### src/rtl/core/apcs_pkg.sv
package apcs_pkg;

  localparam int HISTORY_DEPTH = 16;
  localparam int RING_AW       = $clog2(HISTORY_DEPTH);
  localparam int VALUE_W       = 12;
  localparam int SUM_W         = VALUE_W + RING_AW;
  localparam int GRACE_W       = 16;
  localparam int WATT_W        = 10;
  localparam int CMP_W         = VALUE_W + 2;
  localparam int CFG_IDX_W     = 3;
  localparam int CFG_DATA_W    = 16;
  localparam int IN_TDATA_W    = 16;
  localparam int OUT_TDATA_W   = 40;

  localparam logic [CMP_W-1:0]   LOWER_BASE_WATTS = CMP_W'(50);
  localparam logic [SUM_W-1:0]   SUM_MAX          = SUM_W'(HISTORY_DEPTH * 4095);

  localparam logic [GRACE_W-1:0] GRACE_RST = GRACE_W'(10);
  localparam logic [WATT_W-1:0]  TOL_RST   = WATT_W'(5);
  localparam logic [WATT_W-1:0]  STEP_RST  = WATT_W'(5);
  localparam logic [WATT_W-1:0]  GAP_RST   = WATT_W'(5);
  localparam logic [VALUE_W-1:0] UPPER_RST = VALUE_W'(400);

  typedef enum logic [CFG_IDX_W-1:0] {
    CFG_GRACE = 3'd0,
    CFG_TOL   = 3'd1,
    CFG_STEP  = 3'd2,
    CFG_GAP   = 3'd3,
    CFG_UPPER = 3'd4
  } cfg_idx_t;

  typedef enum logic {
    OP_TICK = 1'b0,
    OP_SET  = 1'b1
  } op_t;

  // short limit is the long limit less the gap, floored at zero
  function automatic logic [VALUE_W-1:0] short_of(input logic [VALUE_W-1:0] lng,
                                                 input logic [WATT_W-1:0]  gap);
    logic [VALUE_W-1:0] gap_ext;
    gap_ext = VALUE_W'(gap);
    return (lng >= gap_ext) ? (lng - gap_ext) : '0;
  endfunction

endpackage

### src/rtl/core/apcs_ram.sv
module apcs_ram #(
  parameter int WIDTH = 12,
  parameter int DEPTH = 16
) (
  input  logic                     clk,
  input  logic                     we,
  input  logic [$clog2(DEPTH)-1:0] waddr,
  input  logic [WIDTH-1:0]         wdata,
  input  logic                     re,
  input  logic [$clog2(DEPTH)-1:0] raddr_a,
  input  logic [$clog2(DEPTH)-1:0] raddr_b,
  output logic [WIDTH-1:0]         rdata_a,
  output logic [WIDTH-1:0]         rdata_b
);

  logic [WIDTH-1:0] mem [DEPTH];

  always_ff @(posedge clk) begin
    if (we) begin
      mem[waddr] <= wdata;
    end
    if (re) begin
      rdata_a <= mem[raddr_a];
      rdata_b <= mem[raddr_b];
    end
  end

endmodule

### src/rtl/core/averaged_power_cap_stepper_core.sv
// channel | direction | handshake             | payload
// in_     | slave     | in_tvalid / in_tready   | tuser op, tdata value_watts
// out_    | master    | out_tvalid / out_tready | tuser limit_write, tdata limits/mean/grace
// cfg_    | slave     | cfg_valid / cfg_ready   | cfg_addr register index, cfg_data value
//
// one item per cycle sustained while out_tready does not stall; after acceptance a result reaches out_tvalid
// (ring read in the accept cycle, update and compare in the next, then the output register).
// the ring RAM reads the next slot for both possible ring positions so the previous item's
// sampling decision never holds up acceptance.
// rst_n is synchronous; ring slots read as zero until written (per-slot valid bits), no sweep.
// a stalled out_tready holds the update stage, which in turn drops in_tready.
module averaged_power_cap_stepper_core (
  input  logic                                clk,
  input  logic                                rst_n,
  input  logic                                in_tvalid,
  output logic                                in_tready,
  input  logic [apcs_pkg::IN_TDATA_W-1:0]     in_tdata,   // [11:0] value_watts
  input  logic                                in_tuser,   // [0] op
  output logic                                out_tvalid,
  input  logic                                out_tready,
  // [11:0] long_limit_watts, [23:12] short_limit_watts, [35:24] average_watts,
  // [36] grace_active
  output logic [apcs_pkg::OUT_TDATA_W-1:0]    out_tdata,
  output logic                                out_tuser,  // [0] limit_write
  input  logic                                cfg_valid,
  output logic                                cfg_ready,
  input  logic [apcs_pkg::CFG_IDX_W-1:0]      cfg_addr,
  input  logic [apcs_pkg::CFG_DATA_W-1:0]     cfg_data
);

  localparam int AW = apcs_pkg::RING_AW;
  localparam int VW = apcs_pkg::VALUE_W;
  localparam int SW = apcs_pkg::SUM_W;
  localparam int GW = apcs_pkg::GRACE_W;
  localparam int WW = apcs_pkg::WATT_W;
  localparam int CW = apcs_pkg::CMP_W;

  // configuration
  logic [GW-1:0] grace_ticks_r;
  logic [WW-1:0] tol_r, step_r, gap_r;
  logic [VW-1:0] upper_r;

  assign cfg_ready = 1'b1;

  always_ff @(posedge clk) begin
    if (!rst_n) begin
      grace_ticks_r <= apcs_pkg::GRACE_RST;
      tol_r         <= apcs_pkg::TOL_RST;
      step_r        <= apcs_pkg::STEP_RST;
      gap_r         <= apcs_pkg::GAP_RST;
      upper_r       <= apcs_pkg::UPPER_RST;
    end else if (cfg_valid && cfg_ready) begin
      case (cfg_addr)
        apcs_pkg::CFG_GRACE: grace_ticks_r <= cfg_data;
        apcs_pkg::CFG_TOL:   tol_r         <= cfg_data[WW-1:0];
        apcs_pkg::CFG_STEP:  step_r        <= cfg_data[WW-1:0];
        apcs_pkg::CFG_GAP:   gap_r         <= cfg_data[WW-1:0];
        apcs_pkg::CFG_UPPER: upper_r       <= cfg_data[VW-1:0];
        default: ;
      endcase
    end
  end

  // scalar state
  logic [AW-1:0] pos_r, pos_nxt;
  logic [SW-1:0] sum_r, sum_nxt;
  logic [VW-1:0] target_r, target_nxt;
  logic [GW-1:0] grace_r, grace_nxt;
  logic [VW-1:0] long_r, long_nxt;
  logic [VW-1:0] short_r, short_nxt;
  logic [apcs_pkg::HISTORY_DEPTH-1:0] slot_valid_r;

  // update stage
  logic          s1_v_r;
  logic          s1_op_r;
  logic [VW-1:0] s1_val_r;
  logic [AW-1:0] s1_addr_a_r;
  logic          s1_fire;
  logic          in_acc;

  // write that lands on the same edge as a read
  logic          fwd_v_r;
  logic [AW-1:0] fwd_addr_r;
  logic [VW-1:0] fwd_data_r;

  logic          out_v_r;
  logic          out_write_r;
  logic [apcs_pkg::OUT_TDATA_W-1:0] out_data_r;

  logic          ring_we;
  logic [AW-1:0] ring_waddr;
  logic [VW-1:0] rdata_a, rdata_b;

  assign s1_fire   = s1_v_r && (!out_v_r || out_tready);
  assign in_tready = !s1_v_r || s1_fire;
  assign in_acc    = in_tvalid && in_tready;

  apcs_ram #(
    .WIDTH (VW),
    .DEPTH (apcs_pkg::HISTORY_DEPTH)
  ) u_ring (
    .clk     (clk),
    .we      (ring_we),
    .waddr   (ring_waddr),
    .wdata   (s1_val_r),
    .re      (in_acc),
    .raddr_a (pos_r + AW'(1)),
    .raddr_b (pos_r + AW'(2)),
    .rdata_a (rdata_a),
    .rdata_b (rdata_b)
  );

  logic [AW-1:0] slot;
  logic [VW-1:0] old_sample;
  logic [VW-1:0] avg_new;
  logic [CW-1:0] avg_c, tgt_c, tol_c, stp_c, gap_c, up_c;
  logic          wrote;
  logic          sampling;

  always_comb begin
    slot     = pos_r + AW'(1);
    sampling = (s1_op_r == apcs_pkg::OP_TICK) && (grace_r == '0);
    // previous item may have moved the position after this read was issued
    if (!slot_valid_r[slot]) begin
      old_sample = '0;
    end else if (fwd_v_r && (fwd_addr_r == slot)) begin
      old_sample = fwd_data_r;
    end else if (slot != s1_addr_a_r) begin
      old_sample = rdata_b;
    end else begin
      old_sample = rdata_a;
    end

    pos_nxt    = pos_r;
    sum_nxt    = sum_r;
    target_nxt = target_r;
    grace_nxt  = grace_r;
    long_nxt   = long_r;
    short_nxt  = short_r;
    wrote      = 1'b0;
    ring_we    = 1'b0;
    ring_waddr = slot;

    avg_new = VW'((sum_r - SW'(old_sample) + SW'(s1_val_r)) >> AW);
    avg_c   = CW'(avg_new);
    tgt_c   = CW'(target_r);
    tol_c   = CW'(tol_r);
    stp_c   = CW'(step_r);
    gap_c   = CW'(gap_r);
    up_c    = CW'(upper_r);

    if (s1_op_r == apcs_pkg::OP_SET) begin
      target_nxt = s1_val_r;
      long_nxt   = s1_val_r;
      short_nxt  = apcs_pkg::short_of(s1_val_r, gap_r);
      grace_nxt  = grace_ticks_r;
      wrote      = 1'b1;
    end else if (!sampling) begin
      grace_nxt = grace_r - GW'(1);
    end else begin
      ring_we = s1_fire;
      pos_nxt = slot;
      sum_nxt = sum_r - SW'(old_sample) + SW'(s1_val_r);
      if (avg_c > tgt_c + tol_c) begin
        if (tgt_c >= stp_c + apcs_pkg::LOWER_BASE_WATTS + gap_c) begin
          long_nxt  = VW'(tgt_c - stp_c);
          short_nxt = apcs_pkg::short_of(VW'(tgt_c - stp_c), gap_r);
          grace_nxt = grace_ticks_r;
          wrote     = 1'b1;
        end
      end else if (avg_c + tol_c < tgt_c) begin
        if (tgt_c + stp_c <= up_c) begin
          long_nxt  = VW'(tgt_c + stp_c);
          short_nxt = apcs_pkg::short_of(VW'(tgt_c + stp_c), gap_r);
          grace_nxt = grace_ticks_r;
          wrote     = 1'b1;
        end
      end
    end
  end

  always_ff @(posedge clk) begin
    if (!rst_n) begin
      pos_r        <= '0;
      sum_r        <= '0;
      target_r     <= '0;
      grace_r      <= '0;
      long_r       <= '0;
      short_r      <= '0;
      slot_valid_r <= '0;
      s1_v_r       <= 1'b0;
      fwd_v_r      <= 1'b0;
      out_v_r      <= 1'b0;
    end else begin
      if (s1_fire) begin
        pos_r    <= pos_nxt;
        sum_r    <= sum_nxt;
        target_r <= target_nxt;
        grace_r  <= grace_nxt;
        long_r   <= long_nxt;
        short_r  <= short_nxt;
        out_v_r  <= 1'b1;
      end else if (out_tready) begin
        out_v_r <= 1'b0;
      end
      if (ring_we) begin
        slot_valid_r[ring_waddr] <= 1'b1;
      end
      if (in_acc) begin
        s1_v_r  <= 1'b1;
        fwd_v_r <= ring_we;
      end else if (s1_fire) begin
        s1_v_r <= 1'b0;
      end
    end
  end

  always_ff @(posedge clk) begin
    if (in_acc) begin
      s1_op_r     <= in_tuser;
      s1_val_r    <= in_tdata[VW-1:0];
      s1_addr_a_r <= pos_r + AW'(1);
      fwd_addr_r  <= ring_waddr;
      fwd_data_r  <= s1_val_r;
    end
    if (s1_fire) begin
      out_write_r <= wrote;
      out_data_r  <= {3'b000, (grace_nxt != '0), sum_nxt[SW-1:AW], short_nxt, long_nxt};
    end
  end

  assign out_tvalid = out_v_r;
  assign out_tuser  = out_write_r;
  assign out_tdata  = out_data_r;

`ifndef SYNTHESIS
  a_short_le_long: assert property (@(posedge clk) disable iff (!rst_n)
    short_r <= long_r)
    else $error("short limit above long limit");

  a_sum_bound: assert property (@(posedge clk) disable iff (!rst_n)
    sum_r <= apcs_pkg::SUM_MAX)
    else $error("ring sum out of range");

  a_pos_adv: assert property (@(posedge clk) disable iff (!rst_n)
    ring_we |=> pos_r == $past(pos_r) + AW'(1))
    else $error("ring position did not follow sample write");

  a_grace_load: assert property (@(posedge clk) disable iff (!rst_n)
    (s1_fire && wrote) |=> grace_r == $past(grace_ticks_r))
    else $error("grace not restarted on limit write");
`endif

endmodule

### config.mk
export PLATFORM = sky130hd
export DESIGN_NAME = averaged_power_cap_stepper_core
export DESIGN_NICKNAME = d
export VERILOG_FILES = /design/src/rtl/core/apcs_pkg.sv /design/src/rtl/core/apcs_ram.sv /design/src/rtl/core/averaged_power_cap_stepper_core.sv
export SDC_FILE = /design/constraint.sdc
export NUM_CORES = 1
export LEC_CHECK = 0
export BUFFER_PORTS_ARGS = -buffer_cell sky130_fd_sc_hd__clkbuf_2
export CAP_MARGIN = 5
export CORE_ASPECT_RATIO = 1.75
export CORE_MARGIN = 1
export CORE_UTILIZATION = 30
export CTS_CLUSTER_SIZE = 40
export DETAILED_ROUTE_END_ITERATION = 12
export PLACE_DENSITY = 0.49
export SLEW_MARGIN = 40
export SYNTH_ARGS = -nofsm -noshare
export SYNTH_HDL_FRONTEND = slang
export SYNTH_SLANG_ARGS = --single-unit
### constraint.sdc
create_clock -name clk -period 9.8 [get_ports clk]
set_input_delay 1.96 -clock clk [delete_from_list [all_inputs] [get_ports clk]]
set_output_delay 1.96 -clock clk [all_outputs]
set_load 0.1 [all_outputs]
==> metrics list <==
* Result of the run: finished, violations left
* Violated checks: design-rule violations
* Part of the Yosys area used for sequential elements: 46.0%
- Buffers placed on the I/O ports in this run total 76.
- The worst setup path is captured at a flop.
- Measured along the y axis, the die boundary spans 384 um.
- The synthesized design contains 432 register bits.
- Power density normalized to cell area: 170 nW/um^2
* Clock latency at the later pin of the worst-skew pair: 0.62 ns
- The critical path crosses 37 cells after its start point.
* Net count reported at finish: 2552
- Remaining Overflow, GRT: 0
- Worst path max stage delay: 0.53 ns
- OpenSTA, run right after detailed placement, puts the worst setup slack at 0.509 ns.
- Setup-failing EPs final: 0
* Worst min path class: reg2reg
- Number of slew-limit violations in the final report: 0
- WL met2: 44900 um
* Routed metal-1 wirelength: 29000 um
- The worst register-to-register path ends at out_tdata[9]$_DFFE_PP_.
- 85 I/O pins were placed.
- Rows: 139
- CP dominant cell by count: sky130_fd_sc_hd__a21oi_1
- Via count of the first global-routing pass: 18500
- The floorplan step defined a die boundary enclosing 84500 um^2.
- Summed over all instances, the cell type with the most area after synthesis is sky130_fd_sc_hd__edfxtp_1.
* Slew HR: 41.1%
* Gate family responsible for the most delay along the worst path: compound AO/OA/AOI/OAI gates
- Top cell type's share of synthesized area: 34.0%
- CORE AREA: 82300 um^2
- Summed over all nets, wire length on met3 after detailed routing comes to 2920 um.
- Compared with the post-synthesis result, the final layout area differs by 13.1%.
- Reg2Reg Setup Slack: 0.51 ns
* Summed instance area of the synthesized netlist: 25000 um^2
- For this run, design rule violations remaining after detail routing come to 6.
* Reported max-cap violation count: 0
* Maximum number of pins on one net before global-route repair: 64
- Cells fill 34.3% of the core in the end.
- In the routed layout, each cell is associated on average with a via count of 5.37.
- Synth Area per Inst: 11.1 um^2
- Critical path arrival: 9.58 ns
- The first routing iteration left 1107 violations.
* Number of enable-type register cells in the synthesized netlist: 283
- The netlist uses 89 different library cells.
- Yosys warning total: 0
* Initial Util: 30.4%
- Syn Inst Count: 2250
- Total power: 4810 uW
- Period utilisation layout: 94.8%
- In this run the static leakage power is 0.0102 uW.
* Die Span X: 220 um
- The most critical setup path has its startpoint at pos_r[0]$_SDFFE_PN0P_.
* Hold buffer count at CTS: 0
* Max Buffers Root-to-Sink: 3
- Across all layers, the routed design uses 18400 vias.
- Mean routed wirelength per cell: 23.8 um
- Static timing analysis puts the maximum clock frequency at 108 MHz.
- Number of hold-slack violations in the final timing report: 0
- Data required time at the worst endpoint: 10.09 ns
* Top routing layer in use: met4
- Filler Cell Count: 8091
- GRT Resource Usage Total: 19.2%
- Cells with a size suffix above 1 make up 16.7% of the layout.
- The worst-case IR drop observed on VDD is 110 uV.
- Post-CTS setup repair buffer count: 0
* Share of async-settable or async-resettable flops after synthesis: 0%
- 0 antenna diodes ended up in the layout.
- Number of antenna violations at the first check in global routing: 0
* Critical path class: reg2reg
* Final period demand of the worst path: 9.29 ns
* Critical-path top delay cell: sky130_fd_sc_hd__mux4_2
- For this design, the sink count on the clock tree is 432.
- For the pin with the worst max-slew slack, the measured transition is 0.878 ns.
- The clock arrives with 0.0299 ns of skew.
- The clock tree synthesis step divided the H-tree into 2 levels.
- In this run the worst path has a maximum fanout of 11.
- Routability Congestion: 0.932
- Setup slack on the critical path of the routed design comes to 0.509 ns.
- The routed design has 81200 um of wire.
- Global-route wire length before repair: 119000 um
* Clock Tree Root: sky130_fd_sc_hd__clkbuf_16
* Cells taking the most area after synthesis: sky130_fd_sc_hd__edfxtp_1, sky130_fd_sc_hd__dfxtp_1, sky130_fd_sc_hd__mux4_2
- After clock tree synthesis, the clock-pin slew on the worst setup and hold paths is 0.06 ns.
* Remaining antenna violation count: 0
- TritonCTS built the clock tree.
- The wire-length estimate of the detail-placed layout is 60200 um.
* Worst R2R Path Depth: 37
* TritonCTS buffer count: 43
- Category of the worst setup path launch point: flop
- Launch instance of the worst register-to-register path: pos_r[0]$_SDFFE_PN0P_
- Worst setup endpoint: out_tdata[9]$_DFFE_PP_
* Post-Route Hold Slack: 0.456 ns
- Counting both buffers and inverters, the worst setup path holds a total of 5.
- The first detailed-routing pass took 9 iterations.
* Leading register cell type out of synthesis: sky130_fd_sc_hd__edfxtp_1
- Aggregate negative setup slack: 0 ns
## synthesized netlist by cell type, types with 17 or more instances
master / count
sky130_fd_sc_hd__edfxtp_1: 283
sky130_fd_sc_hd__nand2_1: 271
sky130_fd_sc_hd__a21oi_1: 172
sky130_fd_sc_hd__ha_1: 161
sky130_fd_sc_hd__dfxtp_1: 149
sky130_fd_sc_hd__inv_1: 140
sky130_fd_sc_hd__mux4_2: 125
sky130_fd_sc_hd__nor2_1: 121
sky130_fd_sc_hd__o21ai_0: 110
sky130_fd_sc_hd__clkbuf_1: 80
sky130_fd_sc_hd__xnor2_1: 58
sky130_fd_sc_hd__nand3_1: 43
sky130_fd_sc_hd__xor2_1: 32
sky130_fd_sc_hd__and2_1: 31
sky130_fd_sc_hd__nor2b_1: 31
sky130_fd_sc_hd__o21a_1: 28
sky130_fd_sc_hd__a211oi_1: 24
sky130_fd_sc_hd__nand2b_1: 24
sky130_fd_sc_hd__mux2i_1: 23
sky130_fd_sc_hd__nor3_1: 23
sky130_fd_sc_hd__a21o_1: 20
sky130_fd_sc_hd__fa_1: 20
sky130_fd_sc_hd__buf_1: 17
## per-layer routing
| layer | up-vias | track usage (%) |
|---|---|---|
| met1 | 9240 | 19.7 |
| li1 | 8472 | - |
| met4 | 0 | 9.76 |
| met3 | 150 | 2.19 |
| met5 | - | 0 |
| met2 | 505 | 37.3 |
## cells in the final DEF (no fill, tap or decap), types with 31 or more instances in the layout
cell type,synthesis,layout
sky130_fd_sc_hd__clkbuf_2,0,76
sky130_fd_sc_hd__xnor2_1,58,57
sky130_fd_sc_hd__ha_1,161,160
sky130_fd_sc_hd__dfxtp_1,149,147
sky130_fd_sc_hd__mux4_2,125,125
sky130_fd_sc_hd__nand3_1,43,43
sky130_fd_sc_hd__nor2b_1,31,31
sky130_fd_sc_hd__nand2_1,271,271
sky130_fd_sc_hd__inv_1,140,139
sky130_fd_sc_hd__edfxtp_1,283,283
sky130_fd_sc_hd__buf_4,4,64
sky130_fd_sc_hd__nor2_1,121,117
sky130_fd_sc_hd__a21oi_1,172,172
sky130_fd_sc_hd__o21ai_0,110,110
sky130_fd_sc_hd__clkbuf_16,0,44
## how the worst min path moves through the flow
stage | startpoint | end | cells after the start
2_1_floorplan | sum_r[2]$_SDFFE_PN0P_ | sum_r[2]$_SDFFE_PN0P_ | 2
3_3_place_gp | slot_valid_r[12]$_SDFFE_PN0P_ | slot_valid_r[12]$_SDFFE_PN0P_ | 1
3_5_place_dp | sum_r[3]$_SDFFE_PN0P_ | sum_r[3]$_SDFFE_PN0P_ | 2
4_1_cts | sum_r[3]$_SDFFE_PN0P_ | sum_r[3]$_SDFFE_PN0P_ | 2
5_1_grt | sum_r[2]$_SDFFE_PN0P_ | sum_r[2]$_SDFFE_PN0P_ | 2
6_report | sum_r[9]$_SDFFE_PN0P_ | sum_r[9]$_SDFFE_PN0P_ | 2
## flip-flops by register name, summed over array words and instances, names as in the netlist
signal / count
slot_valid_r: 16
gap_r: 10
u_ring.rdata_b: 12
grace_ticks_r: 16
u_ring.mem: 192
out_tdata: 37
s1_op_r: 1
out_tvalid: 1
upper_r: 12
u_ring.rdata_a: 12
tol_r: 10
step_r: 10
fwd_v_r: 1
fwd_addr_r: 4
pos_r: 4
sum_r: 16
s1_v_r: 1
grace_r: 16
short_r: 12
out_tuser: 1
target_r: 12
long_r: 12
s1_val_r: 12
fwd_data_r: 12
## through the flow
step | cell area [um^2] | cells
2_1_floorplan | 25000 | 2252
3_3_place_gp | 26800 | 3342
3_5_place_dp | 26800 | 3342
4_1_cts | 28200 | 3418
5_1_grt | 28300 | 3418
6_report | 28300 | 3418
## repair_timing
item                                   4_1_cts  5_1_grt
setup endpoints to repair                    0       14
endpoints found under the hold margin        0        0
gates resized for setup                      0        5
## power breakdown
part	internal [uW]	total, uW	switching, uW
Combinational	393	1110	713
Clock	922	1680	755
Sequential	1990	2020	32.4
## worst min-delay path, cell delays in order (launching register included)
cell,delay [ns]
sky130_fd_sc_hd__dfxtp_1,0.31
sky130_fd_sc_hd__nand2_1,0.05
sky130_fd_sc_hd__a21oi_1,0.05
## layout make-up
class	instances	area, um^2	share of cell area [%]
inverter	145	547	1.94
multi-input combinational	1564	12600	44.5
tap	1057	1320	4.68
clock inverter	19	196	0.695
clock buffer	57	1200	4.25
sequential	432	11500	40.7
timing repair buffer	144	923	3.27
## cells by family after synthesis
| kind of cell | share of synthesized area (%) |
|---|---|
| DFF | 46.0 |
| other | 0.0301 |
| AOI/OAI and AO/OA | 13.3 |
| buffers and inverters | 4.01 |
| xor gates and xnor gates | 3.16 |
| and+or+nand+nor | 11.7 |
| muxes | 12.2 |
| adders and majority gates | 9.67 |
(Power assumes the default switching activity.)
